## src/hdl/hmt_pkg.sv

```systemverilog
// ---------------------------------------------------------------------------
// hmt_pkg
// Types, codes and defaults shared by the heightmap traversability check.
// ---------------------------------------------------------------------------
package hmt_pkg;

  // Default sizes of the grid and of a stored height.
  localparam int MAX_X_DEF       = 256;
  localparam int MAX_Y_DEF       = 256;
  localparam int HEIGHT_BITS_DEF = 8;

  // Minimum count of close neighbors for a continuous surface.
  localparam int NEED_CLOSE = 5;

  // Port widths fixed by the field layout.
  localparam int CFG_IDX_W  = 2;
  localparam int CFG_DATA_W = 28;
  localparam int S_DATA_W   = 32;
  localparam int M_DATA_W   = 8;
  localparam int SIZE_W     = 9;
  localparam int HDIFF_W    = 12;
  localparam int SLOPE_W    = 28;
  localparam int STEP_W     = 4;

  // Register indexes of the configuration port.
  typedef enum logic [CFG_IDX_W-1:0] {
    CFG_GRID_X = 2'd0,
    CFG_GRID_Y = 2'd1,
    CFG_HDIFF  = 2'd2,
    CFG_SLOPE  = 2'd3
  } cfg_idx_t;

  // Reason codes of a query result.
  typedef enum logic [2:0] {
    RSN_OK         = 3'd0,
    RSN_BLOCKED    = 3'd1,
    RSN_NO_SURFACE = 3'd2,
    RSN_DISCONT    = 3'd3,
    RSN_STEEP      = 3'd4,
    RSN_INFLATED   = 3'd5
  } reason_t;

  // Offset of a read along one axis: minus one, zero, plus one.
  typedef enum logic [1:0] {
    OFF_M = 2'd0,
    OFF_Z = 2'd1,
    OFF_P = 2'd2
  } off_t;

  // Sequencer states.
  typedef enum logic [2:0] {
    ST_CLEAR = 3'd0,
    ST_IDLE  = 3'd1,
    ST_RUN   = 3'd2,
    ST_GRAD  = 3'd3,
    ST_SQX   = 3'd4,
    ST_SQY   = 3'd5,
    ST_DONE  = 3'd6
  } state_t;

  // Read steps of a query: the center first, then the eight neighbors.
  localparam logic [STEP_W-1:0] TAG_CENTER = 4'd0;
  localparam logic [STEP_W-1:0] TAG_XM     = 4'd2;
  localparam logic [STEP_W-1:0] TAG_YM     = 4'd4;
  localparam logic [STEP_W-1:0] TAG_YP     = 4'd5;
  localparam logic [STEP_W-1:0] TAG_XP     = 4'd7;
  localparam logic [STEP_W-1:0] LAST_READ  = 4'd8;
  localparam logic [STEP_W-1:0] LAST_STEP  = 4'd9;

  // X offset of read step k.
  function automatic off_t off_x(logic [STEP_W-1:0] k);
    off_t o;
    case (k)
      4'd1, 4'd2, 4'd3: o = OFF_M;
      4'd6, 4'd7, 4'd8: o = OFF_P;
      default:          o = OFF_Z;
    endcase
    return o;
  endfunction

  // Y offset of read step k.
  function automatic off_t off_y(logic [STEP_W-1:0] k);
    off_t o;
    case (k)
      4'd1, 4'd4, 4'd6: o = OFF_M;
      4'd3, 4'd5, 4'd8: o = OFF_P;
      default:          o = OFF_Z;
    endcase
    return o;
  endfunction

  // Control from the sequencer to the evaluation datapath.
  typedef struct packed {
    logic              start;
    logic              cap_center;
    logic              nb_use;
    logic [STEP_W-1:0] nb_sel;
    logic              nb_ok;
    logic              calc_g;
    logic              sq_x;
    logic              sq_y;
  } eval_ctl_t;

  // Classification handed back to the sequencer.
  typedef struct packed {
    reason_t    reason;
    logic [3:0] close_cnt;
  } eval_res_t;

endpackage

```

## src/hdl/hmt_eval.sv

```systemverilog
// ---------------------------------------------------------------------------
// hmt_eval
// Neighbor counting, slope estimate and reason selection for one query.
// ---------------------------------------------------------------------------
module hmt_eval #(
  parameter int HEIGHT_BITS = hmt_pkg::HEIGHT_BITS_DEF
) (
  input  logic                               clk,
  input  hmt_pkg::eval_ctl_t                 ctl,
  input  logic                               q_inside,
  input  logic [HEIGHT_BITS+2:0]             rdata,
  input  logic [hmt_pkg::HDIFF_W-1:0]        hdiff_limit,
  input  logic [hmt_pkg::SLOPE_W-1:0]        slope_limit,
  output hmt_pkg::eval_res_t                 res
);

  import hmt_pkg::*;

  localparam int H     = HEIGHT_BITS;
  localparam int GW    = H + 2;
  localparam int SQW   = 2 * GW;
  localparam int SUMW  = SQW + 1;
  localparam int LW    = SLOPE_W - 8;
  localparam int CMPW  = (SUMW > LW) ? SUMW : LW;
  localparam int DCW   = ((H + 4) > HDIFF_W) ? (H + 4) : HDIFF_W;

  // Center column.
  logic         c_blk;
  logic         c_val;
  logic         c_inf;
  logic [H-1:0] c_h;

  // Axis neighbors and the close count.
  logic         xp_ok, xm_ok, yp_ok, ym_ok;
  logic [H-1:0] xp_h, xm_h, yp_h, ym_h;
  logic [3:0]   close_cnt;

  // Slope datapath.
  logic signed [GW-1:0]  gx, gy;
  logic [SQW-1:0]        sqx, sqy;
  logic signed [GW-1:0]  sq_in;
  logic signed [SQW-1:0] sq_out;
  logic [SUMW-1:0]       sum;
  logic                  steep;

  logic [H-1:0] nb_h;
  logic [H-1:0] nb_d;
  logic         nb_present;
  logic         nb_close;

  // Doubled difference along one axis, one-sided where a side is missing.
  function automatic logic signed [GW-1:0] axis_diff(
    logic hp, logic [H-1:0] vp, logic hm, logic [H-1:0] vm, logic [H-1:0] hc);
    logic signed [GW-1:0] sp;
    logic signed [GW-1:0] sm;
    logic signed [GW-1:0] sc;
    logic signed [GW-1:0] d;
    sp = $signed({2'b00, vp});
    sm = $signed({2'b00, vm});
    sc = $signed({2'b00, hc});
    priority if (hp && hm) begin
      d = sp - sm;
    end else if (hp) begin
      d = (sp - sc) <<< 1;
    end else if (hm) begin
      d = (sc - sm) <<< 1;
    end else begin
      d = '0;
    end
    return d;
  endfunction

  // Height test of the neighbor beat on the read port.
  always_comb begin
    nb_h       = rdata[H-1:0];
    nb_present = ctl.nb_ok && rdata[H];
    nb_d       = (nb_h > c_h) ? (nb_h - c_h) : (c_h - nb_h);
    nb_close   = DCW'({nb_d, 4'b0000}) < DCW'(hdiff_limit);
  end

  // Center capture and neighbor accumulation.
  always_ff @(posedge clk) begin
    if (ctl.start) begin
      close_cnt <= '0;
      xp_ok     <= 1'b0;
      xm_ok     <= 1'b0;
      yp_ok     <= 1'b0;
      ym_ok     <= 1'b0;
    end else if (ctl.cap_center) begin
      c_h   <= rdata[H-1:0];
      c_val <= rdata[H];
      c_blk <= rdata[H+1];
      c_inf <= rdata[H+2];
    end else if (ctl.nb_use) begin
      if (nb_present && nb_close) begin
        close_cnt <= close_cnt + 4'd1;
      end
      unique case (ctl.nb_sel)
        TAG_XP: begin
          xp_ok <= nb_present;
          xp_h  <= nb_h;
        end
        TAG_XM: begin
          xm_ok <= nb_present;
          xm_h  <= nb_h;
        end
        TAG_YP: begin
          yp_ok <= nb_present;
          yp_h  <= nb_h;
        end
        TAG_YM: begin
          ym_ok <= nb_present;
          ym_h  <= nb_h;
        end
        default: begin
        end
      endcase
    end
  end

  // Axis differences.
  always_ff @(posedge clk) begin
    if (ctl.calc_g) begin
      gx <= axis_diff(xp_ok, xp_h, xm_ok, xm_h, c_h);
      gy <= axis_diff(yp_ok, yp_h, ym_ok, ym_h, c_h);
    end
  end

  // One squarer shared by both axes, x in ST_SQX and then y in ST_SQY.
  assign sq_in  = ctl.sq_x ? gx : gy;
  assign sq_out = sq_in * sq_in;

  always_ff @(posedge clk) begin
    if (ctl.sq_x) begin
      sqx <= $unsigned(sq_out);
    end
    if (ctl.sq_y) begin
      sqy <= $unsigned(sq_out);
    end
  end

  // 256 * sum > limit holds exactly when sum exceeds limit / 256.
  assign sum   = SUMW'(sqx) + SUMW'(sqy);
  assign steep = CMPW'(sum) > CMPW'(slope_limit[SLOPE_W-1:8]);

  // Reason in check order; the first failing check wins.
  always_comb begin
    res.close_cnt = close_cnt;
    priority if (!q_inside) begin
      res.reason    = RSN_NO_SURFACE;
      res.close_cnt = '0;
    end else if (c_blk) begin
      res.reason    = RSN_BLOCKED;
      res.close_cnt = '0;
    end else if (!c_val) begin
      res.reason    = RSN_NO_SURFACE;
      res.close_cnt = '0;
    end else if (close_cnt < 4'(NEED_CLOSE)) begin
      res.reason = RSN_DISCONT;
    end else if (steep) begin
      res.reason = RSN_STEEP;
    end else if (c_inf) begin
      res.reason = RSN_INFLATED;
    end else begin
      res.reason = RSN_OK;
    end
  end

endmodule

```

## config.mk

```make
export PLATFORM = sky130hd
export DESIGN_NAME = hmt_eval
export DESIGN_NICKNAME = d
export VERILOG_FILES = /design/src/hdl/hmt_pkg.sv /design/src/hdl/hmt_eval.sv
export SDC_FILE = /design/constraint.sdc
export NUM_CORES = 1
export LEC_CHECK = 0
export ABC_AREA = 1
export BUFFER_PORTS_ARGS = -buffer_cell sky130_fd_sc_hd__buf_2
export CORE_MARGIN = 2
export CORE_UTILIZATION = 55
export DETAILED_ROUTE_END_ITERATION = 16
export PLACE_DENSITY = 0.87
export SLEW_MARGIN = 25
export SYNTH_ARGS = -nofsm -noshare
export SYNTH_HDL_FRONTEND = slang
export SYNTH_SLANG_ARGS = --single-unit
```

## constraint.sdc

```tcl
create_clock -name clk -period 6.3 [get_ports clk]
set_input_delay 0.63 -clock clk [delete_from_list [all_inputs] [get_ports clk]]
set_output_delay 0.63 -clock clk [all_outputs]
set_load 0.01 [all_outputs]
```

; ---- Word level (Yosys, flattened, before mapping)
; Cells that the tools add are included.
; Widths: inputs -> output; s select.
[totals]
out_inout_bits = 7
regBits = 111
inputBits = 64
[classes]
reduce_logical = 14
multipliers = 1
n_addsub = 10
order_cmp = 4
n_eq_ne = 4
n_mux = 15
bitwise_logic = 2
[op_table]
columns = op, n
row1 = $mux 10, 7
row2 = $sub 8x8->9, 6
row3 = $add 20x20->21, 1
row4 = $gt 21x20->1, 1
row5 = $mul 10x10->20, 1
row6 = $reduce_and 4->1, 4
row7 = $sub 8x8->8, 2
row8 = $reduce_and 3->1, 5
row9 = $mux 7, 2
row10 = $eq 4x3->1 const B, 3
row11 = $lt 12x12->1, 1
row12 = $mux 3, 4
row13 = $gt 8x8->1, 1
row14 = $mux 8, 1
row15 = $add 4x1->4 const B, 1
row16 = $eq 4x2->1 const B, 1
row17 = $logic_and 1x1->1, 4
row18 = $lt 4x3->1 const B, 1
row19 = $mux 4, 1
row20 = $not 1->1, 2
row21 = $reduce_and 2->1, 1

; ---- Depth between registers and ports, before layout
[logic_depth]
ltp_word = 7
ltp_mapped = 28

; ---- Worst setup path after synthesis
; OpenSTA, ideal clock, no wires.
[synth_timing]
path_type = input -> register
start = input port ctl[1] (netlist name)
end = register sqx[19] (data pin)
n_path_buf = 3
arrival_ns = 5.785
required_ns = 6.033
stages = 22
slack_ns = 0.248
path_cell_list = buf_2 > buf_2 > nand2_1 > o21ai_0 > buf_2 > nor2_1 > fa_1 > inv_1 > fa_1 > inv_1 > fa_1 > fa_1 > inv_1 > fa_1 > inv_1 > ha_1 > nand2_1 > nor4_1 > nand2_1 > o2111ai_1 > a31oi_1 > xor2_1
[synth_via]
elab_chain_cells = 2
[synth_lines]
columns = element, line
row1 = from (decl), hmt_eval.sv:9  ; input hmt_pkg::eval_ctl_t ctl,
row2 = $mux 10, hmt_eval.sv:130  ; assign sq_in = ctl.sq_x ? gx : gy;
row3 = $mul 10x10->20, hmt_eval.sv:131  ; assign sq_out = sq_in * sq_in;
row4 = named net sq_out[19], hmt_eval.sv:42  ; logic signed [SQW-1:0] sq_out;
row5 = to (signal assigned), hmt_eval.sv:135  ; sqx <= $unsigned(sq_out);
row6 = to (decl), hmt_eval.sv:40  ; logic [SQW-1:0] sqx, sqy;
; The timed path passes the listed nets, and every way through them passes these cells.
; A chain may end at the register's enable or synchronous reset.

; ---- Worst setup path in the final report
; Ends and elaborated chain as after synthesis.

==> impl_metrics.yaml <==
run_status:
  status: "finished clean"
clock_tree:
  postCtsSetupBuffers: 0
  clk_path_buf_depth: 2
  clk_pin_slew_ns: 0.08
  ctsRootBufferMaster: "clkbuf_16"
  cts_made_buffers: 9
  clock_latency_ns: 0.37
  cts_resized: 0
  cts_tree: "built"
  clock-sinks: 109
  cts_hold_buf: 0
  cts_max_level: 3
power_and_ir_drop:
  seqPwrFrac_pct: 22.2
  p_switching_mw: 2.525
  total_power_mw: 5.347
  p_leak_nw: 6.345
  swShare_pct: 47.21
  p_comb_share_pct: 67.2
  cellPowerDensity_nw_per_um2: 426.9
  clkPwrFrac_pct: 10.6
  peakVddDrop_uv: 259.1
  intPower_mw: 2.822
timing:
  fin_skew_ns: 0.01093
  fin_crit_sh_pct: 91.79
  relSlewSlack_pct: 38.49
  fin_crit_ns: 5.783
  maxSlewViolCount: 0
  worst_pin_slew_ns: 0.9193
  setup_viol: 0
  hold_viol_final: 0
  rsz0062_at_grt: "no"
  tns_ns: 0
  max_freq_ghz: 0.1729
cells_and_area:
  final_layout_size_suffix_gt1_share_pct: 8.059
  diodes: 0
  nNetsFinal: 1735
  fillers: 1649
  area_delta_synth_final_pct: 8.579
  final_cells: 1697
  fin_area_um2: 12530
worst_setup_path:
  critPathRequiredTime_ns: 6.40
  end_kind: "flop"
  worst-endpoint-arrival_ns: 5.89
  start_kind: "input port"
  cp_max_fo: 21
  reg2reg_slack_ns: 0.73
  critPathKind: "in2reg"
place:
  place_area_um2: 12230
  placed_cells: 1681
  place_hpwl_um: 20020
  place.gp.congestion: 0.9253
  io_buffers: 62
drt:
  drtIter0Drc: 517
  drt_pass1_iterations: 5
  routed_via_density: 5.329
  route.detailed.drc: 0
  totalWireLength_um: 24230
  ant_nets: 0
  num_vias: 9043
  wl_per_cell_um: 14.28
logic_synthesis:
  yosysTopAreaCell: "edfxtp_1"
  ys_seq_area_share_pct: 27.68
  yosysMostFrequentCell: "inv_1"
  synth_seq_cells: 109
  synth_edf_count: 101
  postSynthAreaPerCell_um2: 8.552
  yosysWarnings: 0
  netlist_area_um2: 11540
  synth_flop_cell: "edfxtp_1"
  synth_top_area_share_pct: 26.29
  synth_area_leaders: "edfxtp_1 26%, ha_1 18%, fa_1 15%, inv_1 10%, nand2_1 7.2%"
  async_flop_share_pct: 0
  syn_nets: 1662
  syn_inst: 1349
  synth.distinct_cells: 43
  ys_top_cells_by_count: "306 x inv_1, 220 x nand2_1, 162 x ha_1, 112 x nor2_1, 101 x edfxtp_1"
job:
  drv_cap: 0
die:
  rows: 52
  start_util_pct: 56.47
  io_pins: 71
  die_height_um: 148.8
  core-area_um2: 20430
  fp.dieW_um: 148.8
  die_area_um2: 22150
global_route:
  antenna_found_initial: 0
  grt_max_degree: 22
  grt_first_pass_wirelength_um: 40890
  busiest_layer: "met2"
  grt_use_met1_pct: 24.94
  grt_usage_pct: 23.03
  use_met2_pct: 44.03
  grt_pass1_vias: 9363
  grt_use_met3_pct: 3.089
  gr-total-overflow: 0
hold_path:
  min_path_type: "in2reg"
==> final cells by class <==
class,instances,area (µm²),share of cell area (%)
clock buffers,9,225.2,1.798
inverters,306,1149,9.170
repair buffers,76,415.4,3.316
clock inverters,7,75.07,0.5993
well taps,270,337.8,2.697
multi-input cells,920,7131,56.93
flip-flops and latches,109,3193,25.49
==> worst max-delay path, cell delays in order <==
cell	delay (ns)
buf_2	0.31
nand2_1	0.09
o21ai_0	0.08
buf_4	0.24
nor2_1	0.13
fa_1	0.58
inv_1	0.10
fa_1	0.61
inv_1	0.13
fa_1	0.53
fa_1	0.55
inv_1	0.06
fa_1	0.55
inv_1	0.04
ha_1	0.33
nand2_1	0.11
nor4_1	0.28
nand2_1	0.09
o2111ai_1	0.14
a31oi_1	0.14
xor2_1	0.17
==> power groups by stage <==
stage | Clock (mW) | Sequential (mW) | Combinational [mW]
2_1_floorplan | 0 | 1.18 | 2.79
3_3_place_gp | 0 | 1.19 | 3.34
3_5_place_dp | 0 | 1.20 | 3.56
4_1_cts | 0.575 | 1.19 | 3.59
5_1_grt | 0.604 | 1.20 | 4.11
6_report | 0.566 | 1.19 | 3.59
==> path summary, 6_finish.rpt <==
| kind | startpoint | to | cells past startpoint |
|---|---|---|---|
| worst max-delay path | ctl[1] | sqx[19]$_DFFE_PP_ | 21 |
| worst min register to register | close_cnt[2]$_SDFFE_PP0P_ | close_cnt[2]$_SDFFE_PP0P_ | 2 |
| worst max register to register | gx[9]$_DFFE_PP_ | sqx[19]$_DFFE_PP_ | 21 |
| worst min-delay path | rdata[10] | c_inf$_DFFE_PP_ | 1 |
==> metrics by stage <==
stage	setup slack [ns]	hold slack (ns)	util [%]
final	0.5173	0.4375	61.31
after global placement	0.2898	0.4913	59.84
after floorplan	0.2478	0.4589	-
after CTS	0.5267	0.4253	61.31
after detailed placement	0.1440	0.5119	59.84
after global routing	0.2477	0.4287	61.31
==> layer usage <==
metal	vias up	part of all wire [%]
met5	-	0
met4	0	3.7
met3	64	5.0
met2	275	52
met1	4245	39
li1	4459	-
==> cells in the final DEF (no fill, tap or decap), types with 5 or more instances in the layout <==
| cell | netlist | layout |
|---|---|---|
| a21oi_1 | 88 | 88 |
| a31oi_1 | 5 | 5 |
| buf_2 | 3 | 62 |
| buf_4 | 0 | 14 |
| clkbuf_16 | 0 | 9 |
| dfxtp_1 | 8 | 8 |
| edfxtp_1 | 101 | 101 |
| fa_1 | 87 | 87 |
| ha_1 | 162 | 162 |
| inv_1 | 306 | 306 |
| nand2_1 | 220 | 220 |
| nand3_1 | 28 | 28 |
| nand3b_1 | 7 | 7 |
| nor2_1 | 112 | 112 |
| nor3_1 | 11 | 11 |
| nor4_1 | 7 | 7 |
| o21ai_0 | 64 | 64 |
| o21ai_1 | 12 | 12 |
| o22ai_1 | 7 | 7 |
| xnor2_1 | 16 | 16 |
| xor2_1 | 45 | 45 |
==> state kept, by name, summed over array words and instances (netlist names), 4 cells and up <==
name	cells
xp_h	8
c_h	8
gx	10
close_cnt	4
sqx	19
ym_h	8
gy	10
sqy	19
xm_h	8
yp_h	8
==> cell families after synthesis <==
kind of cell,after synthesis,synth area share (%)
and+or+nand+nor,403,14.31
buffers and inverters,320,10.51
adders and majority gates,249,32.67
AOI/OAI and AO/OA,203,9.816
DFF,109,27.68
xor gates and xnor gates,61,4.631
muxes,4,0.3904
(Power assumes the default switching activity.)
